$ cat src/hw/rtl/fahb_pkg.sv
// fahb_pkg: shared types and constants of the four-axis histogram binner
// commands, status codes, register indexes and the lane/merge/accumulator records
// no dependencies
package fahb_pkg;

   localparam int NUM_AXES    = 4;
   localparam int AXIS_IDX_W  = 3;
   localparam int BIN_ADDR_W  = NUM_AXES * AXIS_IDX_W;
   localparam int BIN_DEPTH   = 1 << BIN_ADDR_W;
   localparam int BINS_REG_W  = 4;
   localparam int CMD_W       = 2;
   localparam int AXIS_SEL_W  = 2;
   localparam int SLOT_W      = 4;
   localparam int STATUS_W    = 2;
   localparam int WEIGHT_W    = 32;
   localparam int CSR_ADDR_W  = 4;
   localparam int CSR_DATA_W  = 32;

   localparam logic [BINS_REG_W-1:0] BINS_RESET = 4'd8;

   localparam logic [CMD_W-1:0] CMD_LOAD_EDGE  = 2'd0;
   localparam logic [CMD_W-1:0] CMD_ADD_SAMPLE = 2'd1;
   localparam logic [CMD_W-1:0] CMD_READ_BIN   = 2'd2;
   localparam logic [CMD_W-1:0] CMD_NONE       = 2'd3;

   localparam logic [STATUS_W-1:0] STATUS_EDGE_LOADED   = 2'd0;
   localparam logic [STATUS_W-1:0] STATUS_SAMPLE_COUNTED = 2'd1;
   localparam logic [STATUS_W-1:0] STATUS_SAMPLE_DROPPED = 2'd2;
   localparam logic [STATUS_W-1:0] STATUS_BIN_READ      = 2'd3;

   localparam logic [1:0] REG_X_BINS = 2'd0;
   localparam logic [1:0] REG_Y_BINS = 2'd1;
   localparam logic [1:0] REG_Z_BINS = 2'd2;
   localparam logic [1:0] REG_E_BINS = 2'd3;

   typedef struct packed {
      logic                  hit;
      logic [AXIS_IDX_W-1:0] bin;
   } lane_result_type;

   typedef struct packed {
      logic                  hit;
      logic [BIN_ADDR_W-1:0] addr;
   } merge_result_type;

   typedef struct packed {
      logic                  valid;
      logic [BIN_ADDR_W-1:0] addr;
      logic [WEIGHT_W-1:0]   weight;
   } acc_op_type;

endpackage

$ cat src/hw/rtl/fahb_axis_lane.sv
// fahb_axis_lane: bin search of one axis against its edge table
// compares the value with every edge in parallel and picks the lowest matching bin
// depends on fahb_pkg
module fahb_axis_lane #(
   parameter int MAX_BINS_PER_AXIS = 8,
   parameter int COORD_WIDTH       = 32
) (
   input  logic signed [COORD_WIDTH-1:0]        edges [MAX_BINS_PER_AXIS+1],
   input  logic signed [COORD_WIDTH-1:0]        value,
   input  logic [fahb_pkg::BINS_REG_W-1:0]      bins_raw,
   output fahb_pkg::lane_result_type            result
);

   localparam int Edges  = MAX_BINS_PER_AXIS + 1;
   localparam int CountW = $clog2(Edges);
   localparam int IdxW   = fahb_pkg::AXIS_IDX_W;

   logic [CountW-1:0]            bins_used;
   logic [Edges-1:0]             above;
   logic [Edges-1:0]             at_or_below;
   logic [MAX_BINS_PER_AXIS-1:0] match;
   logic                         at_low;
   logic                         in_range;

   always_comb begin
      priority if (bins_raw == '0) begin
         bins_used = CountW'(1);
      end else if (32'(bins_raw) > 32'(MAX_BINS_PER_AXIS)) begin
         bins_used = CountW'(MAX_BINS_PER_AXIS);
      end else begin
         bins_used = CountW'(bins_raw);
      end
   end

   always_comb begin
      for (int i = 0; i < Edges; i++) begin
         above[i]       = value > edges[i];
         at_or_below[i] = value <= edges[i];
      end
      for (int i = 0; i < MAX_BINS_PER_AXIS; i++) begin
         match[i] = above[i] & at_or_below[i+1] & (CountW'(i) < bins_used);
      end
   end

   assign at_low   = value == edges[0];
   assign in_range = (above[0] | at_low) & at_or_below[bins_used];

   always_comb begin
      result.bin = '0;
      for (int i = MAX_BINS_PER_AXIS - 1; i >= 0; i--) begin
         if (match[i]) begin
            result.bin = IdxW'(i);
         end
      end
      if (at_low) begin
         result.bin = '0;
      end
      result.hit = in_range & (at_low | (|match));
   end

endmodule

$ cat config.mk
export PLATFORM = sky130hd
export DESIGN_NAME = fahb_axis_lane
export DESIGN_NICKNAME = d
export VERILOG_FILES = /design/src/hw/rtl/fahb_pkg.sv /design/src/hw/rtl/fahb_axis_lane.sv
export SDC_FILE = /design/constraint.sdc
export NUM_CORES = 1
export LEC_CHECK = 0
export ABC_CLOCK_PERIOD_IN_PS = 3800
export BUFFER_PORTS_ARGS = -buffer_cell sky130_fd_sc_hd__buf_2
export CORE_MARGIN = 1
export CORE_UTILIZATION = 35
export DETAILED_ROUTE_END_ITERATION = 8
export SYNTH_ARGS = -nofsm -noshare
export SYNTH_HDL_FRONTEND = slang
export SYNTH_SLANG_ARGS = --single-unit
$ cat constraint.sdc
create_clock -name vclk -period 3.8
set_clock_uncertainty 0.05 [all_clocks]
set_input_delay 0.38 -clock vclk [all_inputs]
set_output_delay 0.38 -clock vclk [all_outputs]
set_load 0.02 [all_outputs]
# == Yosys cells after proc, flatten, opt, wreduce, memory -nomap -nowiden ==
# Cells that the tools add are included.
# totals
memories,0
ram_bits,0
mem_bits_ro,0
register_bits,0
latchBits,0
word_cells,63
output_inout_bits,4
# op_classes
addsub,0
n_shift,0
muxes,13
mul,0
order_cmp,27
eq_ne,1
n_div,0
n_bitwise,20
reduce_logical,2
# ops
cell,n
32-bit <= comparator,9
32-bit > comparator,8
32-bit equality test,1
3-bit 2-to-1 mux,9
1-bit bitwise AND,18
"3-bit by 4-bit less-than comparator with 1-bit output, first input constant",4
"1-bit by 4-bit less-than comparator with 1-bit output, first input constant",2
"2-bit by 4-bit less-than comparator with 1-bit output, first input constant",2
4-bit 2-to-1 mux,2
8-bit OR reduction,1
"4-bit by 5-bit less-than comparator with 1-bit output, second input constant",1
1-bit binary-select mux with 4-bit select,1
"4-bit > comparator, second input constant",1
4-bit zero test,1
1-bit OR,2
1-bit 2-to-1 mux,1

# == Longest topological paths before layout ==
# Gate-level depths: netlist of the first run.
# logic_depth
ltp_word,14
depth_mapped,11

# == Least setup slack after synthesis of the first run ==
# Ideal clock, no wire load.
# synth_path
path_type,input-to-output
from,input edges[127] in the netlist's numbering
to,output result[3] in the netlist's numbering
cell_stages,10
setup_slack_ps,485
arrival_ps,2885
cell_sequence,inv_1 -> ha_1 -> nand4_1 -> or2_1 -> or3_1 -> or4_1 -> o221a_1 -> o32a_1 -> o2bb2ai_1 -> a211oi_2
# synth_lines
element,line,source
from (decl),fahb_axis_lane.sv:8,"input logic signed [COORD_WIDTH-1:0] edges [MAX_BINS_PER_AXIS+1],"
to (decl),fahb_axis_lane.sv:11,output fahb_pkg::lane_result_type result

==> results by group, run 1 <==
Run status
  – Run status: completed

CTS
  – Postcts setup bufs: 0
  – Cts repair resizes: 0
  – Hold_buf cts: 0

Place
  – Placed cell area: 9710 µm²
  – Buffers on Ports: 328
  – Placer Congestion: 0.947
  – Placed Cells: 1696
  – Dpl hpwl: 26300 µm

Drt
  – 1st-pass router iterations: 5
  – DRT antenna net count: 0
  – WL final: 28900 µm
  – WL/cell: 17.0 µm
  – # DRC: 0
  – Vias: 8541
  – DR vias/cell: 5.03
  – DR iter-0 viols: 387

Layout
  – Layout Nets: 2035
  – Fillers: 2263
  – Area grow syn2layout: 28.8%
  – Layout cells sized above 1: 25.3%
  – Post-layout util: 46.2%
  – Area occupied by multi-input gates: 6460 µm²
  – Storage cell area: 0 µm²
  – Seq cells: 0
  – Design area: 9730 µm²
  – Clock buffers: 0
  – Final cell count without fillers: 1697

Die
  – Die Y-Extent: 149 µm
  – Core ar.: 21100 µm²
  – Count of standard-cell rows: 53
  – Ports: 328
  – Full die area: 22200 µm²
  – Initial Util: 35.8%
  – DIE WIDTH: 149 µm

Worst hold path
  – Hold Path Class: in -> out
  – Hold-critical path depth: 4
  – Hold Path Sink: result[3]
  – Worst Hold Launch: bins_raw[3]

Pwr
  – Internal: 486 µW
  – Fraction of power spent switching nets: 55.4%
  – Power share of the clock group: 0%
  – Switch Pwr: 604 µW
  – Leakage: 6.14 nW
  – Pwr Density: 112 nW/µm²
  – Worst IR Drop VDD: 0.0536 mV
  – Sequential Power Share: 0%
  – Logic pwr share: 100.0%

STA
  – WHS: 1240 ps
  – Final-report setup violation count: 0
  – Period utilisation layout: 96.3%
  – Final Max Slew Viols: 0
  – F_max: 273 MHz
  – Headroom to the max-slew limit: 57.7%
  – Final Hold Viols: 0
  – Sum Neg Setup Slack: 0 ps
  – Post-layout min period: 3660 ps
  – Worst-margin pin slew: 629 ps

Setup path
  – CP delay by family, top: buffers and inverters
  – Worst-path fanout max: 9
  – Crit-path slowest cell: a221oi_1
  – Slowest stage delay, CP: 390 ps
  – Worst path cell trace: buf_2 > ha_1 > and4_1 > a221oi_1 > buf_4 > nor3_1 > nor4b_1 > mux2i_1 > buf_4 > mux2i_1 > o311ai_0 > a21oi_1 > buf_2
  – Data required, critical path: 3370 ps
  – Kind of critical path: in -> out
  – Worst path bufs/invs: 4
  – Crit path arrival time: 3230 ps
  – Crit. End Element: primary output
  – Startpoint types: input pin

Synth
  – Mapped Area: 7550 µm²
  – Netlist cell types: 50
  – Net Count, Synth: 1683
  – Post-synthesis sequential area ratio: 0%
  – Syn avg cell area: 7.05 µm²
  – Synthesized netlist cell count: 1071
  – Synth Warn #: 0

Global route
  – Overflow after GRT: 0
  – Largest net degree at the start of global routing: 10
  – Total GRT Usage: 25.3%
  – First-pass GRT wire length: 43200 µm
  – Vias in the first global route: 8319
  – Initial antenna violation count: 2

Run
  – Max-cap violations: 0
==> cell usage in the layout (no fill, tap or decap), types with 7 or more instances in the layout <==
master,n
buf_4,23
o21a_1,8
o211ai_1,20
nand2_1,66
a21o_1,22
a21oi_1,122
a221oi_1,7
ha_1,288
nor4_1,14
buf_2,328
inv_1,295
nor2b_1,13
nand4_1,61
nor3_1,8
nor2_1,16
o21ai_0,35
nand3_1,17
==> cell usage after synthesis (all sizes together), types with 2 or more instances <==
cell type	number	share of area [%]
o21bai	4	0.40
a2111oi	4	0.46
a211oi	6	0.66
a21o	22	2.2
ha	288	48
nand2b	2	0.17
nor4b	2	0.23
mux2i	4	0.53
o31ai	3	0.30
a221oi	7	0.81
a2111o	3	0.45
nor3	8	0.53
o31a	2	0.23
nor2b	13	1.1
nor4	16	1.3
o211ai	20	2.0
and2	3	0.25
a211o	6	0.71
nand2	66	3.3
a31oi	3	0.25
or2	2	0.17
nor2	16	0.79
nand4	61	5.1
nand3	17	1.1
inv	295	15
o22ai	3	0.25
and3	3	0.25
or3	4	0.33
a21boi	3	0.30
a22o	2	0.23
o21a	8	0.79
and4	4	0.46
or4	2	0.20
o21ai	35	2.3
a21oi	122	8.1
nor3b	2	0.26
==> through the flow <==
step           setup slack (ps)  power, mW
6_report                    140       1.09
3_3_place_gp                123       1.07
2_1_floorplan               485      0.609
5_1_grt                  -0.185       1.24
3_5_place_dp               45.0       1.09
4_1_cts                    29.1       1.09
==> power groups by stage <==
| stage | Sequential, mW | Combinational, mW | Clock, mW |
|---|---|---|---|
| floorplan | 0 | 0.609 | 0 |
| global placement | 0 | 1.07 | 0 |
| detailed placement | 0 | 1.09 | 0 |
| CTS | 0 | 1.09 | 0 |
| global route | 0 | 1.24 | 0.0000000352 |
| finish | 0 | 1.09 | 0.0000000352 |
==> kinds of logic (layout without fill, tap and decap cells) <==
family,after synthesis,after routing,synth area share [%]
buf+inv,296,646,14.8
fa+ha+maj,288,288,47.7
mux,4,4,0.530
other cells,0,1,0
simple gates,222,222,15.6
compound gates,261,261,21.4
==> final cells by class <==
class,count,share of cell area (%)
diodes,1,0.0257
inverters,295,11.4
multi-input cells,775,66.4
well taps,275,3.54
repair buffers,351,18.6
==> per-layer routing <==
layer,share of wire (%),vias to the layer above,GRT usage (%)
met4,1.8,2,4.18
met2,47,303,45.3
li1,-,4480,-
met5,0.038,-,0
met3,6.1,26,1.99
met1,45,3730,33.0
==> worst max-delay path by stage <==
stage | startpoint | end | slack (ps) | cells after the start
after floorplan | edges[127] | result[3] | 480 | 10
after global placement | value[21] | result[1] | 120 | 13
after detailed placement | value[31] | result[2] | 50 | 14
after CTS | value[31] | result[2] | 30 | 14
after global routing | value[19] | result[2] | -0.2 | 14
final | value[21] | result[1] | 140 | 13
Power figures use the tool's default switching activity.
==> run 2, diff against run 1 <==
- CORE_AREA: default -> 2 2 129 131
- CORE_MARGIN: 1 -> default
- CORE_UTILIZATION: 35 -> default
- DIE_AREA: default -> 0 0 131 133
- PLACE_DENSITY: default -> 0.8
==> results by group, run 2 (synthesized netlist as in run 1, its figures left out) <==
Run status
  – Run status: completed

Die
  – Initial Util: 46.7%
  – Count of standard-cell rows: 47
  – DIE WIDTH: 131 µm
  – Die Y-Extent: 133 µm
  – Full die area: 17400 µm²
  – Core ar.: 16200 µm²
  – Ports: 328

Setup path
  – Startpoint types: input pin
  – Kind of critical path: in -> out
  – Crit path arrival time: 3250 ps
  – Data required, critical path: 3370 ps
  – Worst-path fanout max: 9
  – Crit. End Element: primary output

Global route
  – Routing usage on met3: 3.92%
  – GR peak layer: met2
  – Total GRT Usage: 29.1%
  – First-pass GRT wire length: 40100 µm
  – Global routing usage on met1: 34.1%
  – Overflow after GRT: 0
  – M2 GR Usage: 53.0%
  – Largest net degree at the start of global routing: 10
  – Initial antenna violation count: 5
  – Vias in the first global route: 8363

Layout
  – Layout Nets: 2030
  – Most frequent cells in the layout: buf_2, inv_1, ha_1
  – Final cell count without fillers: 1638
  – Commonest non-fill, non-tap cell in the layout: buf_2
  – Layout cells sized above 1: 25.1%
  – Area occupied by multi-input gates: 6480 µm²
  – Clock buffers: 0
  – Area grow syn2layout: 27.8%
  – Seq cells: 0
  – Fillers: 1517
  – Storage cell area: 0 µm²
  – Post-layout util: 59.7%
  – Design area: 9650 µm²

STA
  – WHS: 1240 ps
  – F_max: 272 MHz
  – Worst-margin pin slew: 656 ps
  – Post-layout min period: 3680 ps
  – Period utilisation layout: 96.8%
  – Final Hold Viols: 0
  – Sum Neg Setup Slack: 0 ps
  – Setup WS post-layout: 121 ps
  – Final Max Slew Viols: 0
  – Headroom to the max-slew limit: 55.8%
  – Final-report setup violation count: 0

Drt
  – WL/cell: 16.3 µm
  – WL final: 26700 µm
  – DRT antenna net count: 0
  – DR iter-0 viols: 353
  – DR vias/cell: 5.30
  – Vias: 8675
  – # DRC: 0
  – 1st-pass router iterations: 7

Run
  – Max-cap violations: 0

Worst hold path
  – Hold-critical path depth: 4
  – Hold Path Class: in -> out

Place
  – Placed Cells: 1636
  – Post-Place Setup Slack: 85.7 ps
  – Buffers on Ports: 328
  – Placer Congestion: 0.956
  – Dpl hpwl: 24100 µm
  – Placed cell area: 9600 µm²

Pwr
  – Pwr Density: 112 nW/µm²
  – Final total power: 1.08 mW
  – Leakage: 6.13 nW
  – Worst IR Drop VDD: 0.0669 mV

CTS
  – Postcts setup bufs: 0
==> run 2: area by class of cell <==
cell class                      instances  area share, %
Tap cell                              220           2.85
Antenna cell                            2         0.0519
Inverter                              295           11.5
Timing Repair Buffer                  346           18.4
Multi-Input combinational cell        775           67.2
==> run 2: worst max-delay path, stage by stage <==
cell and delay [ps]:
buf_2 180, ha_1 340, nand4_1 240, or4_1 520
a21o_1 180, o211ai_1 200, a2111oi_2 150, a211o_1 340
o31ai_1 250, o21bai_1 180, a21oi_1 90, buf_2 180
==> run 2: what timing repair did <==
item	in CTS	in global routing
gates resized for setup	0	10
setup endpoints to repair	0	3
hold buffers	0	0
==> run 2: power breakdown <==
| part | leakage [nW] | internal [mW] | total (mW) | switching, mW |
|---|---|---|---|---|
| clock | 0.0000127 | 0.0000000704 | 0.0000000704 | 0 |
| sequential | 0 | 0 | 0 | 0 |
| combinational | 6.13 | 0.484 | 1.08 | 0.597 |
==> run 2: per-layer routing <==
metal  vias to the layer above  wire length [µm]  share of wire [%]
met1                      3775             10800                 40
met4                         6              1160                4.3
met5                         -                35               0.13
met3                        66              2050                7.7
li1                       4485                 -                  -
met2                       343             12700                 48
==> run 2: worst paths after layout <==
| kind | slack (ps) | startpoint | to |
|---|---|---|---|
| worst min-delay path | 1240 | bins_raw[3] | result[3] |
| worst max-delay path | 120 | value[14] | result[1] |
==> run 3, diff against run 2 <==
- BUFFER_PORTS_ARGS: -buffer_cell sky130_fd_sc_hd__buf_2 -> default
- CORE_AREA: 2 2 129 131 -> 2 2 128 130
- DIE_AREA: 0 0 131 133 -> 0 0 130 132
- DONT_BUFFER_PORTS: default -> 1
- PLACE_DENSITY: 0.8 -> default
==> results by group, run 3 (synthesized netlist as in run 1, its figures left out) <==
Place
  – Post-Place Setup Slack: 113 ps
  – Placed Cells: 1300
  – Buffers on Ports: 0
  – Dpl hpwl: 22300 µm
  – Placer Congestion: 0.959
  – Placed cell area: 7920 µm²

STA
  – Post-layout min period: 3600 ps
  – Final Max Slew Viols: 0
  – Headroom to the max-slew limit: 51.5%
  – Final Hold Viols: 0
  – Setup WS post-layout: 204 ps
  – Sum Neg Setup Slack: 0 ps
  – F_max: 278 MHz
  – Final-report setup violation count: 0
  – Worst-margin pin slew: 721 ps
  – RSZ-0062 raised after global routing: false
  – Period utilisation layout: 94.6%

Pwr
  – Pwr Density: 104 nW/µm²
  – Worst IR Drop VDD: 0.0445 mV
  – Leakage: 4.82 nW
  – Final total power: 825 µW

Drt
  – DR iter-0 viols: 259
  – DR vias/cell: 5.61
  – WL final: 24700 µm
  – Met2 WL: 12000 µm
  – Top sig layer: met4
  – DRT antenna net count: 0
  – Vias: 7298
  – 1st-pass router iterations: 5
  – Metal3 WL: 1580 µm
  – Metal-1 WL: 10400 µm
  – # DRC: 0
  – WL/cell: 19.0 µm

Die
  – Count of standard-cell rows: 46
  – DIE WIDTH: 130 µm
  – Initial Util: 48.1%
  – Die Y-Extent: 132 µm
  – Full die area: 17200 µm²
  – Core ar.: 15700 µm²
  – Ports: 328

Setup path
  – CP delay by family, top: simple AND/OR/NAND/NOR gates
  – Slowest stage delay, CP: 430 ps
  – Kind of critical path: in -> out
  – Crit path arrival time: 3170 ps
  – Crit-path slowest cell: or4_1
  – Startpoint types: input pin
  – Data required, critical path: 3370 ps
  – Worst path cell trace: inv_1 > ha_1 > nand4_1 > or2_1 > or3_1 > or4_1 > o221a_1 > o32a_1 > o2bb2ai_1 > a211oi_2 > buf_4
  – Worst path bufs/invs: 2
  – Worst path depth: 11
  – Worst-path fanout max: 3
  – Crit. End Element: primary output

Layout
  – N_diodes: 0
  – Seq cells: 0
  – Most frequent cells in the layout: inv_1, ha_1, a21oi_1
  – Clock buffers: 0
  – Commonest non-fill, non-tap cell in the layout: inv_1
  – Layout cells sized above 1: 1.84%
  – Area grow syn2layout: 5.07%
  – Storage cell area: 0 µm²
  – Final cell count without fillers: 1301
  – Design area: 7940 µm²
  – Layout Nets: 1699

Global route
  – Largest net degree at the start of global routing: 10
  – Total GRT Usage: 27.4%
  – First-pass GRT wire length: 36600 µm
  – Initial antenna violation count: 0
  – Overflow after GRT: 0
  – Vias in the first global route: 6970

Worst hold path
  – Hold Path Class: in -> out
  – Hold-critical path depth: 3

CTS
  – Hold_buf cts: 0

Run status
  – Run status: completed

Run
  – Max-cap violations: 0
## run 3: path summary, 6_finish.rpt
kind | from | slack [ps] | endpoint
min | bins_raw[3] | 1020 | result[3]
max | edges[123] | 200 | result[3]
## run 3: stage by stage
| step | hold slack [ps] | util (%) |
|---|---|---|
| global placement | 1020 | 50.4 |
| finish | 1020 | 50.5 |
| global route | 1020 | 50.5 |
| CTS | 1020 | 50.4 |
| floorplan | 890 | - |
| detailed placement | 1020 | 50.4 |
## run 3: area by class of cell
class	count	area (µm²)
Tap cell	216	270
Multi-Input combinational cell	775	6450
Timing Repair Buffer	15	113
Fill cell	1655	7770
Inverter	295	1110
## run 3: power breakdown
part | leakage (nW) | switching (mW) | internal [mW]
Clock | 0 | 0 | 0
Combinational | 4.82 | 0.459 | 0.366
Sequential | 0 | 0 | 0
## run 3: layer usage
layer	up-vias	global-route usage [%]
met2	260	50.9
met4	0	6.57
li1	3811	-
met1	3201	32.8
met5	-	0
met3	26	3.81
## run 3: what timing repair did
action	CTS	global route
hold endpoints to repair	0	0
resized for setup	0	1
buffers inserted	0	1
endpoints found under the setup margin	0	3
